File: config.mk
export PLATFORM = sky130hd
export DESIGN_NAME = fm_quadrature_discriminator_unit_flat
export DESIGN_NICKNAME = d
export VERILOG_FILES = /design/src/hw/rtl/fmqd_pkg.sv /design/src/hw/rtl/fmqd_if.sv /design/src/hw/rtl/fmqd_mac.sv /design/src/hw/rtl/fmqd_div.sv /design/src/hw/rtl/fm_quadrature_discriminator_unit.sv /design/src/flat_wrapper.sv
export SDC_FILE = /design/constraint.sdc
export NUM_CORES = 2
export LEC_CHECK = 0
export BUFFER_PORTS_ARGS = -buffer_cell sky130_fd_sc_hd__buf_2
export CAP_MARGIN = 5
export CORE_MARGIN = 1
export CORE_UTILIZATION = 32
export CTS_BUF_LIST = sky130_fd_sc_hd__clkbuf_16
export DETAILED_ROUTE_END_ITERATION = 10
export SETUP_SLACK_MARGIN = 0.3
export SLEW_MARGIN = 10
export SYNTH_ARGS = -nofsm -noshare
export SYNTH_HDL_FRONTEND = slang
export SYNTH_HIERARCHICAL = 1
export SYNTH_SLANG_ARGS = --single-unit
File: constraint.sdc
create_clock -name clk -period 12.9 [get_ports clk]
set_input_delay 1.29 -clock clk [delete_from_list [all_inputs] [get_ports clk]]
set_output_delay 1.29 -clock clk [all_outputs]
set_load 0.005 [all_outputs]
File: src/hw/rtl/fmqd_pkg.sv
// Shared types and constants of the FM quadrature discriminator.
package fmqd_pkg;

  localparam int SAMPLE_BITS_DEF   = 16;
  localparam int OUT_FRAC_BITS_DEF = 12;
  localparam int SAMPLE_MAX_BITS   = 24;
  localparam int FIELD_W           = 16;
  localparam int OUT_W             = 16;
  localparam int QUOT_W            = OUT_W + 1;

  localparam logic [OUT_W-1:0] OUT_MAX = OUT_W'((2 ** (OUT_W - 1)) - 1);
  localparam logic [OUT_W-1:0] OUT_MIN = OUT_W'(2 ** (OUT_W - 1));

  typedef enum logic [3:0] {
    S_IDLE,
    S_MUL0,
    S_MUL1,
    S_MUL2,
    S_MUL3,
    S_SUM,
    S_DIV_START,
    S_DIV,
    S_WRITE
  } fmqd_state_t;

  typedef enum logic [1:0] {
    ACC_HOLD,
    ACC_LOAD,
    ACC_ADD,
    ACC_SUB
  } acc_op_t;

  typedef struct packed {
    logic    mul_en;
    acc_op_t acc_op;
  } mac_ctl_t;

  typedef struct packed {
    logic busy;
    logic done;
  } div_stat_t;

endpackage

File: src/hw/rtl/fmqd_if.sv
// Valid/ready channel interfaces for samples in and discriminator results out.
interface fmqd_in_if;
  import fmqd_pkg::*;

  logic                      valid;
  logic                      ready;
  logic signed [FIELD_W-1:0] sample_i;
  logic signed [FIELD_W-1:0] sample_q;

  modport source (output valid, output sample_i, output sample_q, input ready);
  modport sink (input valid, input sample_i, input sample_q, output ready);
endinterface

interface fmqd_out_if;
  import fmqd_pkg::*;

  logic                    valid;
  logic                    ready;
  logic signed [OUT_W-1:0] demod_out;

  modport source (output valid, output demod_out, input ready);
  modport sink (input valid, input demod_out, output ready);
endinterface

File: src/hw/rtl/fmqd_mac.sv
// Shared multiplier with registered product and accumulator.
module fmqd_mac #(
  parameter int SAMPLE_BITS = fmqd_pkg::SAMPLE_BITS_DEF
) (
  input  logic                            clk,
  input  fmqd_pkg::mac_ctl_t              ctl,
  input  logic signed [SAMPLE_BITS-1:0]   op_a,
  input  logic signed [SAMPLE_BITS-1:0]   op_b,
  output logic signed [2*SAMPLE_BITS:0]   acc
);
  import fmqd_pkg::*;

  localparam int PW = 2 * SAMPLE_BITS;

  logic signed [PW-1:0] prod;
  logic signed [PW:0]   prod_ext;
  logic signed [PW:0]   acc_next;

  assign prod_ext = {prod[PW-1], prod};

  always_comb begin
    case (ctl.acc_op)
      ACC_LOAD: acc_next = prod_ext;
      ACC_ADD:  acc_next = acc + prod_ext;
      ACC_SUB:  acc_next = acc - prod_ext;
      default:  acc_next = acc;
    endcase
  end

  always_ff @(posedge clk) begin
    if (ctl.mul_en) begin
      prod <= op_a * op_b;
    end
    acc <= acc_next;
  end

endmodule

File: src/hw/rtl/fmqd_div.sv
// Restoring shift-subtract divider giving a quotient with one overflow bit.
module fmqd_div #(
  parameter int SAMPLE_BITS = fmqd_pkg::SAMPLE_BITS_DEF
) (
  input  logic                                           clk,
  input  logic                                           rst,
  input  logic                                           start,
  input  logic [2*SAMPLE_BITS+fmqd_pkg::QUOT_W-1:0]      dividend,
  input  logic [2*SAMPLE_BITS:0]                         divisor,
  output fmqd_pkg::div_stat_t                            stat,
  output logic [fmqd_pkg::QUOT_W-1:0]                    quot
);
  import fmqd_pkg::*;

  localparam int DW = 2 * SAMPLE_BITS + QUOT_W;
  localparam int CW = $clog2(QUOT_W);

  logic [DW-1:0] rem;
  logic [DW-1:0] dsh;
  logic [CW-1:0] cnt;
  logic          ge;
  logic [DW-1:0] diff;

  assign ge   = rem >= dsh;
  assign diff = rem - dsh;

  always_ff @(posedge clk) begin
    if (rst) begin
      stat <= '0;
      cnt  <= '0;
    end else begin
      stat.done <= 1'b0;
      if (start) begin
        stat.busy <= 1'b1;
        cnt       <= CW'(QUOT_W - 1);
      end else if (stat.busy) begin
        cnt <= cnt - 1'b1;
        if (cnt == '0) begin
          stat.busy <= 1'b0;
          stat.done <= 1'b1;
        end
      end
    end
  end

  always_ff @(posedge clk) begin
    if (start) begin
      rem  <= dividend;
      dsh  <= {divisor, {(QUOT_W-1){1'b0}}};
      quot <= '0;
    end else if (stat.busy) begin
      if (ge) begin
        rem <= diff;
      end
      quot <= {quot[QUOT_W-2:0], ge};
      dsh  <= dsh >> 1;
    end
  end

endmodule

File: src/hw/rtl/fm_quadrature_discriminator_unit.sv
// FM quadrature discriminator: one I/Q pair in, one frequency estimate out.
// Each transfer on samples yields one result on demod equal to
// (Q*last_i - I*last_q) / (I*I + Q*Q), scaled by 2^OUT_FRAC_BITS, rounded to
// nearest with ties away from zero and saturated to 16 bits; a zero I or Q
// gives 0. The block takes one sample pair and takes no new pair until that
// pair's result is loaded into the output register, which waits while demod
// still holds an earlier result. The shared multiplier forms the four products
// in turn, and the restoring divider, one quotient bit per cycle over 17 steps
// with the overflow bit, takes most of that time. A finished result waits in
// the output register while the next pair is taken.
module fm_quadrature_discriminator_unit #(
  parameter int SAMPLE_BITS   = fmqd_pkg::SAMPLE_BITS_DEF,
  parameter int OUT_FRAC_BITS = fmqd_pkg::OUT_FRAC_BITS_DEF
) (
  input  logic         clk,
  input  logic         rst,
  fmqd_in_if.sink      samples,
  fmqd_out_if.source   demod
);
  import fmqd_pkg::*;

  localparam int PW = 2 * SAMPLE_BITS;
  localparam int DW = PW + QUOT_W;

  fmqd_state_t state;
  fmqd_state_t state_next;

  logic [SAMPLE_MAX_BITS-1:0]    ext_i;
  logic [SAMPLE_MAX_BITS-1:0]    ext_q;
  logic signed [SAMPLE_BITS-1:0] cur_i;
  logic signed [SAMPLE_BITS-1:0] cur_q;
  logic signed [SAMPLE_BITS-1:0] last_i;
  logic signed [SAMPLE_BITS-1:0] last_q;
  logic signed [PW:0]            num;
  logic signed [PW:0]            acc;

  mac_ctl_t                      mac_ctl;
  logic signed [SAMPLE_BITS-1:0] op_a;
  logic signed [SAMPLE_BITS-1:0] op_b;

  logic                          div_start;
  div_stat_t                     div_stat;
  logic [QUOT_W-1:0]             quot;
  logic [PW:0]                   mag_full;
  logic [PW-1:0]                 den;
  logic [DW-1:0]                 dividend;
  logic [PW:0]                   divisor;

  logic                          neg;
  logic                          zero;
  logic [OUT_W-1:0]              q_lo;
  logic [OUT_W-1:0]              result;
  logic                          out_load;
  logic                          out_valid;
  logic [OUT_W-1:0]              out_data;

  assign ext_i = {{(SAMPLE_MAX_BITS-FIELD_W){1'b0}}, samples.sample_i};
  assign ext_q = {{(SAMPLE_MAX_BITS-FIELD_W){1'b0}}, samples.sample_q};

  assign samples.ready = (state == S_IDLE);

  fmqd_mac #(
    .SAMPLE_BITS(SAMPLE_BITS)
  ) u_mac (
    .clk  (clk),
    .ctl  (mac_ctl),
    .op_a (op_a),
    .op_b (op_b),
    .acc  (acc)
  );

  assign neg      = num[PW];
  assign mag_full = neg ? (~num + 1'b1) : num;
  assign den      = acc[PW-1:0];
  assign dividend = (DW'(mag_full[PW-1:0]) << (OUT_FRAC_BITS + 1)) + DW'(den);
  assign divisor  = {den, 1'b0};

  fmqd_div #(
    .SAMPLE_BITS(SAMPLE_BITS)
  ) u_div (
    .clk      (clk),
    .rst      (rst),
    .start    (div_start),
    .dividend (dividend),
    .divisor  (divisor),
    .stat     (div_stat),
    .quot     (quot)
  );

  always_comb begin
    state_next = state;
    mac_ctl    = '{mul_en: 1'b0, acc_op: ACC_HOLD};
    op_a       = cur_q;
    op_b       = last_i;
    div_start  = 1'b0;
    case (state)
      S_IDLE: begin
        if (samples.valid) begin
          state_next = S_MUL0;
        end
      end
      S_MUL0: begin
        mac_ctl    = '{mul_en: 1'b1, acc_op: ACC_HOLD};
        state_next = S_MUL1;
      end
      S_MUL1: begin
        op_a       = cur_i;
        op_b       = last_q;
        mac_ctl    = '{mul_en: 1'b1, acc_op: ACC_LOAD};
        state_next = S_MUL2;
      end
      S_MUL2: begin
        op_a       = cur_i;
        op_b       = cur_i;
        mac_ctl    = '{mul_en: 1'b1, acc_op: ACC_SUB};
        state_next = S_MUL3;
      end
      S_MUL3: begin
        op_a       = cur_q;
        op_b       = cur_q;
        mac_ctl    = '{mul_en: 1'b1, acc_op: ACC_LOAD};
        state_next = S_SUM;
      end
      S_SUM: begin
        mac_ctl    = '{mul_en: 1'b0, acc_op: ACC_ADD};
        state_next = S_DIV_START;
      end
      S_DIV_START: begin
        div_start  = 1'b1;
        state_next = S_DIV;
      end
      S_DIV: begin
        if (div_stat.done) begin
          state_next = S_WRITE;
        end
      end
      S_WRITE: begin
        if (!out_valid || demod.ready) begin
          state_next = S_IDLE;
        end
      end
      default: begin
        state_next = S_IDLE;
      end
    endcase
  end

  assign zero = (cur_i == '0) || (cur_q == '0);
  assign q_lo = quot[OUT_W-1:0];

  always_comb begin
    if (zero) begin
      result = '0;
    end else if (neg) begin
      if (quot[QUOT_W-1] || (q_lo > OUT_MIN)) begin
        result = OUT_MIN;
      end else begin
        result = ~q_lo + 1'b1;
      end
    end else begin
      if (quot[QUOT_W-1] || q_lo[OUT_W-1]) begin
        result = OUT_MAX;
      end else begin
        result = q_lo;
      end
    end
  end

  assign out_load = (state == S_WRITE) && (!out_valid || demod.ready);

  always_ff @(posedge clk) begin
    if (rst) begin
      state     <= S_IDLE;
      out_valid <= 1'b0;
      last_i    <= '0;
      last_q    <= '0;
    end else begin
      state <= state_next;
      if (out_load) begin
        out_valid <= 1'b1;
        last_i    <= cur_i;
        last_q    <= cur_q;
      end else if (demod.ready) begin
        out_valid <= 1'b0;
      end
    end
  end

  always_ff @(posedge clk) begin
    if (samples.valid && samples.ready) begin
      cur_i <= ext_i[SAMPLE_BITS-1:0];
      cur_q <= ext_q[SAMPLE_BITS-1:0];
    end
    if (state == S_MUL3) begin
      num <= acc;
    end
    if (out_load) begin
      out_data <= result;
    end
  end

  assign demod.valid     = out_valid;
  assign demod.demod_out = out_data;

endmodule

File: src/flat_wrapper.sv
// flat-port wrapper written by rule: the top's interface ports become plain ports
module fm_quadrature_discriminator_unit_flat import fmqd_pkg::*;
#(
  parameter int SAMPLE_BITS   = fmqd_pkg::SAMPLE_BITS_DEF,
  parameter int OUT_FRAC_BITS = fmqd_pkg::OUT_FRAC_BITS_DEF
)
  (clk, rst, samples_valid, samples_sample_i, samples_sample_q, samples_ready, demod_valid, demod_demod_out, demod_ready);
  fmqd_in_if samples_i ();
  fmqd_out_if demod_i ();
  input  logic clk;
  input  logic rst;
  input wire logic [$bits(samples_i.valid)-1:0] samples_valid;
  input wire logic [$bits(samples_i.sample_i)-1:0] samples_sample_i;
  input wire logic [$bits(samples_i.sample_q)-1:0] samples_sample_q;
  output wire logic [$bits(samples_i.ready)-1:0] samples_ready;
  output wire logic [$bits(demod_i.valid)-1:0] demod_valid;
  output wire logic [$bits(demod_i.demod_out)-1:0] demod_demod_out;
  input wire logic [$bits(demod_i.ready)-1:0] demod_ready;
  assign samples_i.valid = samples_valid;
  assign samples_i.sample_i = samples_sample_i;
  assign samples_i.sample_q = samples_sample_q;
  assign samples_ready = samples_i.ready;
  assign demod_valid = demod_i.valid;
  assign demod_demod_out = demod_i.demod_out;
  assign demod_i.ready = demod_ready;
  fm_quadrature_discriminator_unit #(.SAMPLE_BITS(SAMPLE_BITS), .OUT_FRAC_BITS(OUT_FRAC_BITS)) u_core (.clk(clk), .rst(rst), .samples(samples_i), .demod(demod_i));
endmodule
==> implementation parameters <==
Parameter                              Value

Run status
  Result of the run ... complete, no violations

Logic synthesis
  Post-synthesis cell type count ... ~90
  Top_reg_cell synth ... sky130_fd_sc_hd__edfxtp_1
  Register area share after synthesis ... 28.1%
  Async S/R FF share, synth ... 0%
  Number of enable-type register cells in the synthesized netlist ... approximately 230
  Synthesized netlist cell count ... approximately 3300
  Synthesis Warnings ... 6
  Combined area of all synthesized cells ... between 20000 and 30000 um^2
  Mean Syn Cell Area ... approximately 9 um^2
  FF+latch count, synth ... between 300 and 400

Setup path
  Most prevalent standard cell on the critical path ... sky130_fd_sc_hd__fa_1
  Worst Setup End Kind ... register
  Highest fanout seen on the critical path ... 48
  Slowest-stage cell, CP ... sky130_fd_sc_hd__fa_1
  Cell-by-cell listing of the critical path ... nor2b_1 > and2_2 > buf_4 > a221o_1 > nand2_1 > inv_1 > fa_1 > fa_1 > inv_1 > fa_1 > fa_1 > fa_1 > fa_1 > inv_1 > ha_1 > a21o_1 > a21o_1 > a211oi_1 > o21ai_0 > a31o_2 > a221o_1 > a21oi_1 > xnor2_1
  CP startpoint kind ... register
  Path depth of the worst reg2reg path ... 23
  Critical path data required time ... 13.19 ns
  Critical path data arrival time ... ~8.6 ns
  Crit path largest cell delay ... approximately 0.88 ns
  Category of the most critical setup path ... reg2reg

Clocking
  Number of buffers inserted to repair setup after CTS ... 0
  Root buf cell ... sky130_fd_sc_hd__clkbuf_16
  Cts-stage hold buffer count ... 0
  Clock transition time at the flip-flop clock pins of the worst setup and hold paths ... 0.06 ns
  CTS Sinks ... slightly above 300
  Number of gates resized after CTS ... 0
  CTS Buf Count ... 38
  Clk Latency, worst-skew pair ... between 0.5 and 0.6 ns
  TritonCTS clock tree ... built
  Clock H-tree levels ... 2
  Clock tree buffer depth ... 3

Global route
  Wire length of the first global-routing pass ... ~120000 um
  Vias in the first global route ... around 23000
  Residual overflow from global routing ... 0
  Pin count of the biggest net entering global routing ... roughly 190
  Antenna violations before repair ... 0
  GRT Overall Usage ... 16.1%

Hold path
  Class of the most critical hold timing path ... reg2reg
  Hold-critical path depth ... 2

Floorplanning
  Rows ... approximately 110
  Horizontal extent of the die ... around 310 um
  Die outline area ... 94400 um^2
  Placeable core region ... just over 90000 um^2
  Die span in y ... 307 um
  I/O pin total ... 54
  Effective utilization at floorplan ... around 32%

STA
  Unrepaired setup endpoints after global routing ... false
  Slew headroom ... 28.0%
  Largest clock skew in the final design ... roughly 0.032 ns
  Peak Freq ... between 100 and 150 MHz
  Number of endpoints failing setup at the final stage ... 0
  Final Hold Fails ... 0
  Final critical-path setup slack ... between 4 and 5 ns
  Number of pins with negative max-slew slack in the final report ... 0
  Portion of the clock cycle consumed by the worst path in the final layout ... between 60% and 70%
  Slew at the pin with the worst max-slew slack ... 1.08 ns
  Clock period minus final worst setup slack ... 8.29 ns
  Aggregate negative setup slack ... 0 ns

Layout
  Antenna diode count ... 0
  FILL cells ... between 9000 and 10000
  Fraction of layout instances using a drive strength above 1 ... 6.18%
  Most common library cell in the layout ignoring fill and taps ... sky130_fd_sc_hd__inv_1
  Top library cells by usage in the layout, fill and taps aside ... sky130_fd_sc_hd__inv_1, sky130_fd_sc_hd__nand2_1, sky130_fd_sc_hd__fa_1
  Area Growth Syn to Fin ... 9.00%
  Number of nets in the layout ... between 3000 and 4000

Drt
  Remaining antenna violation count ... 0
  Detailed-route via count ... around 23000
  Vias per Instance ... ~5
  First-pass iteration count of the detailed router ... 5
  Iter 0 DRT Violations ... approximately 1400
  Per-cell routed wire length ... roughly 17 um
  Final wirelength ... between 70000 and 80000 um
  DRC errors left ... 0

Place
  Worst slack, placed ... roughly 4.6 ns
  Number of buffers inserted by port buffering ... 53
  Post-detailed-placement half-perimeter wirelength ... around 58000 um
  Placer congestion estimate ... 0.866

Flow run
  Count of maximum capacitance violations ... 0

Pwr
  VDD IR max ... ~110 uV
  Net switching power figure ... ~1.3 mW
  Power density over cell area ... around 120 nW/um^2
  Switching power as a share of total power ... between 30% and 40%
  Combinational group share of total power ... between 30% and 40%
  Internal Pwr Total ... 2.40 mW
  Part of the total power dissipated in the clock network ... between 20% and 30%
  Part of the total power dissipated in sequential elements ... between 30% and 40%
  Leakage dissipation ... around 13 nW
## layout make-up
cell class / instances / area, um^2 / area share (%)
Clock inverter: 31 / 280 / 0.863
Clock buffer: 39 / 976 / 3.00
Inverter: 415 / 1560 / 4.79
Multi-Input combinational cell: 2413 / 19400 / 59.6
Sequential cell: 305 / 8390 / 25.8
Tap cell: 1243 / 1560 / 4.79
Timing Repair Buffer: 66 / 375 / 1.16
## critical path: cells and delay by family (launching register included)
kind	cells	cell delay, ns
adders and majority gates	7	3.74
and+or+nand+nor	3	0.65
DFF	1	0.57
xor gates and xnor gates	1	0.08
AOI/OAI and AO/OA	8	2.11
buffers and inverters	4	0.84
## registers in the layout, summed over array words and instances, names as in the netlist
name and count:
u_core/u_div/dsh 49, u_core/u_div/rem 49, u_core/num 33, u_core/u_mac/acc 33
u_core/u_mac/prod 32, u_core/u_div/quot 17, u_core/cur_i 16, u_core/cur_q 16
u_core/demod.demod_out 16, u_core/last_i 16, u_core/last_q 16, u_core/u_div/cnt 5
u_core/state 4, u_core/u_div/stat 2, u_core/demod.valid 1
## power groups by stage
stage                     Clock (mW)  Sequential (mW)  Combinational (mW)
after global placement             0             1.32                1.35
after CTS                       1.11             1.30                1.37
after floorplan                    0             1.26                1.08
after detailed placement           0             1.32                1.36
final                           1.08             1.30                1.37
after global routing            1.14             1.31                1.55
## logic make-up after synthesis
family / synth area share (%)
other cells: 0.0126
compound gates: 14.0
simple gates: 16.4
flops: 28.1
buf+inv: 7.09
fa+ha+maj: 25.6
mux: 3.30
xor+xnor: 5.44
## per-stage QoR
step                      hold slack, ns  utilization (%)  cell area, um^2  total power, mW  std cells
after floorplan                    0.436                -            29800             2.34       3279
after global routing               0.471             35.3            32500             4.01       4512
after global placement             0.442             34.0            31200             2.68       4442
after detailed placement           0.446             34.0            31200             2.68       4442
final                              0.454             35.3            32500             3.75       4512
after CTS                          0.455             35.3            32500             3.78       4512
## synth_stat cells (20+ instances only)
cell type / number / area (um^2)
sky130_fd_sc_hd__nor4_1: 22 / 138
sky130_fd_sc_hd__nor3_1: 48 / 240
sky130_fd_sc_hd__nand4_1: 31 / 194
sky130_fd_sc_hd__nand3_1: 29 / 145
sky130_fd_sc_hd__nand2b_1: 24 / 150
sky130_fd_sc_hd__and2_1: 132 / 826
sky130_fd_sc_hd__nand2_1: 399 / 1500
sky130_fd_sc_hd__mux2i_1: 60 / 601
sky130_fd_sc_hd__mux2_2: 34 / 383
sky130_fd_sc_hd__o21ai_0: 161 / 806
sky130_fd_sc_hd__xor2_1: 56 / 490
sky130_fd_sc_hd__o31ai_1: 22 / 165
sky130_fd_sc_hd__nor2_1: 230 / 863
sky130_fd_sc_hd__clkbuf_1: 122 / 458
sky130_fd_sc_hd__xnor2_1: 129 / 1130
sky130_fd_sc_hd__a211oi_1: 27 / 203
sky130_fd_sc_hd__ha_1: 186 / 2330
sky130_fd_sc_hd__edfxtp_1: 228 / 6850
sky130_fd_sc_hd__a31oi_1: 24 / 150
sky130_fd_sc_hd__fa_1: 265 / 5310
sky130_fd_sc_hd__o21bai_1: 20 / 150
sky130_fd_sc_hd__dfxtp_1: 77 / 1540
sky130_fd_sc_hd__a21o_1: 60 / 450
sky130_fd_sc_hd__inv_1: 414 / 1550
sky130_fd_sc_hd__a21oi_1: 191 / 956
## routing by layer
layer  vias up  routed length (um)  GRT usage [%]
met5         -                   0              0
met4         0                1810           4.50
met3       120                2920           1.79
met2       493               36200           27.6
met1     10900               34200           21.5
li1      11000                   -              -
## final timing paths
| kind | slack (ns) | to | startpoint |
|---|---|---|---|
| setup reg to reg | 4.61 | u_core/u_mac/prod[31] | u_core/state[2] |
| hold / removal | 0.45 | u_core/last_q[7] | u_core/last_q[7] |
| hold reg to reg | 0.45 | u_core/last_q[7] | u_core/last_q[7] |
| setup / recovery | 4.61 | u_core/u_mac/prod[31] | u_core/state[2] |
(Power assumes the default switching activity.)
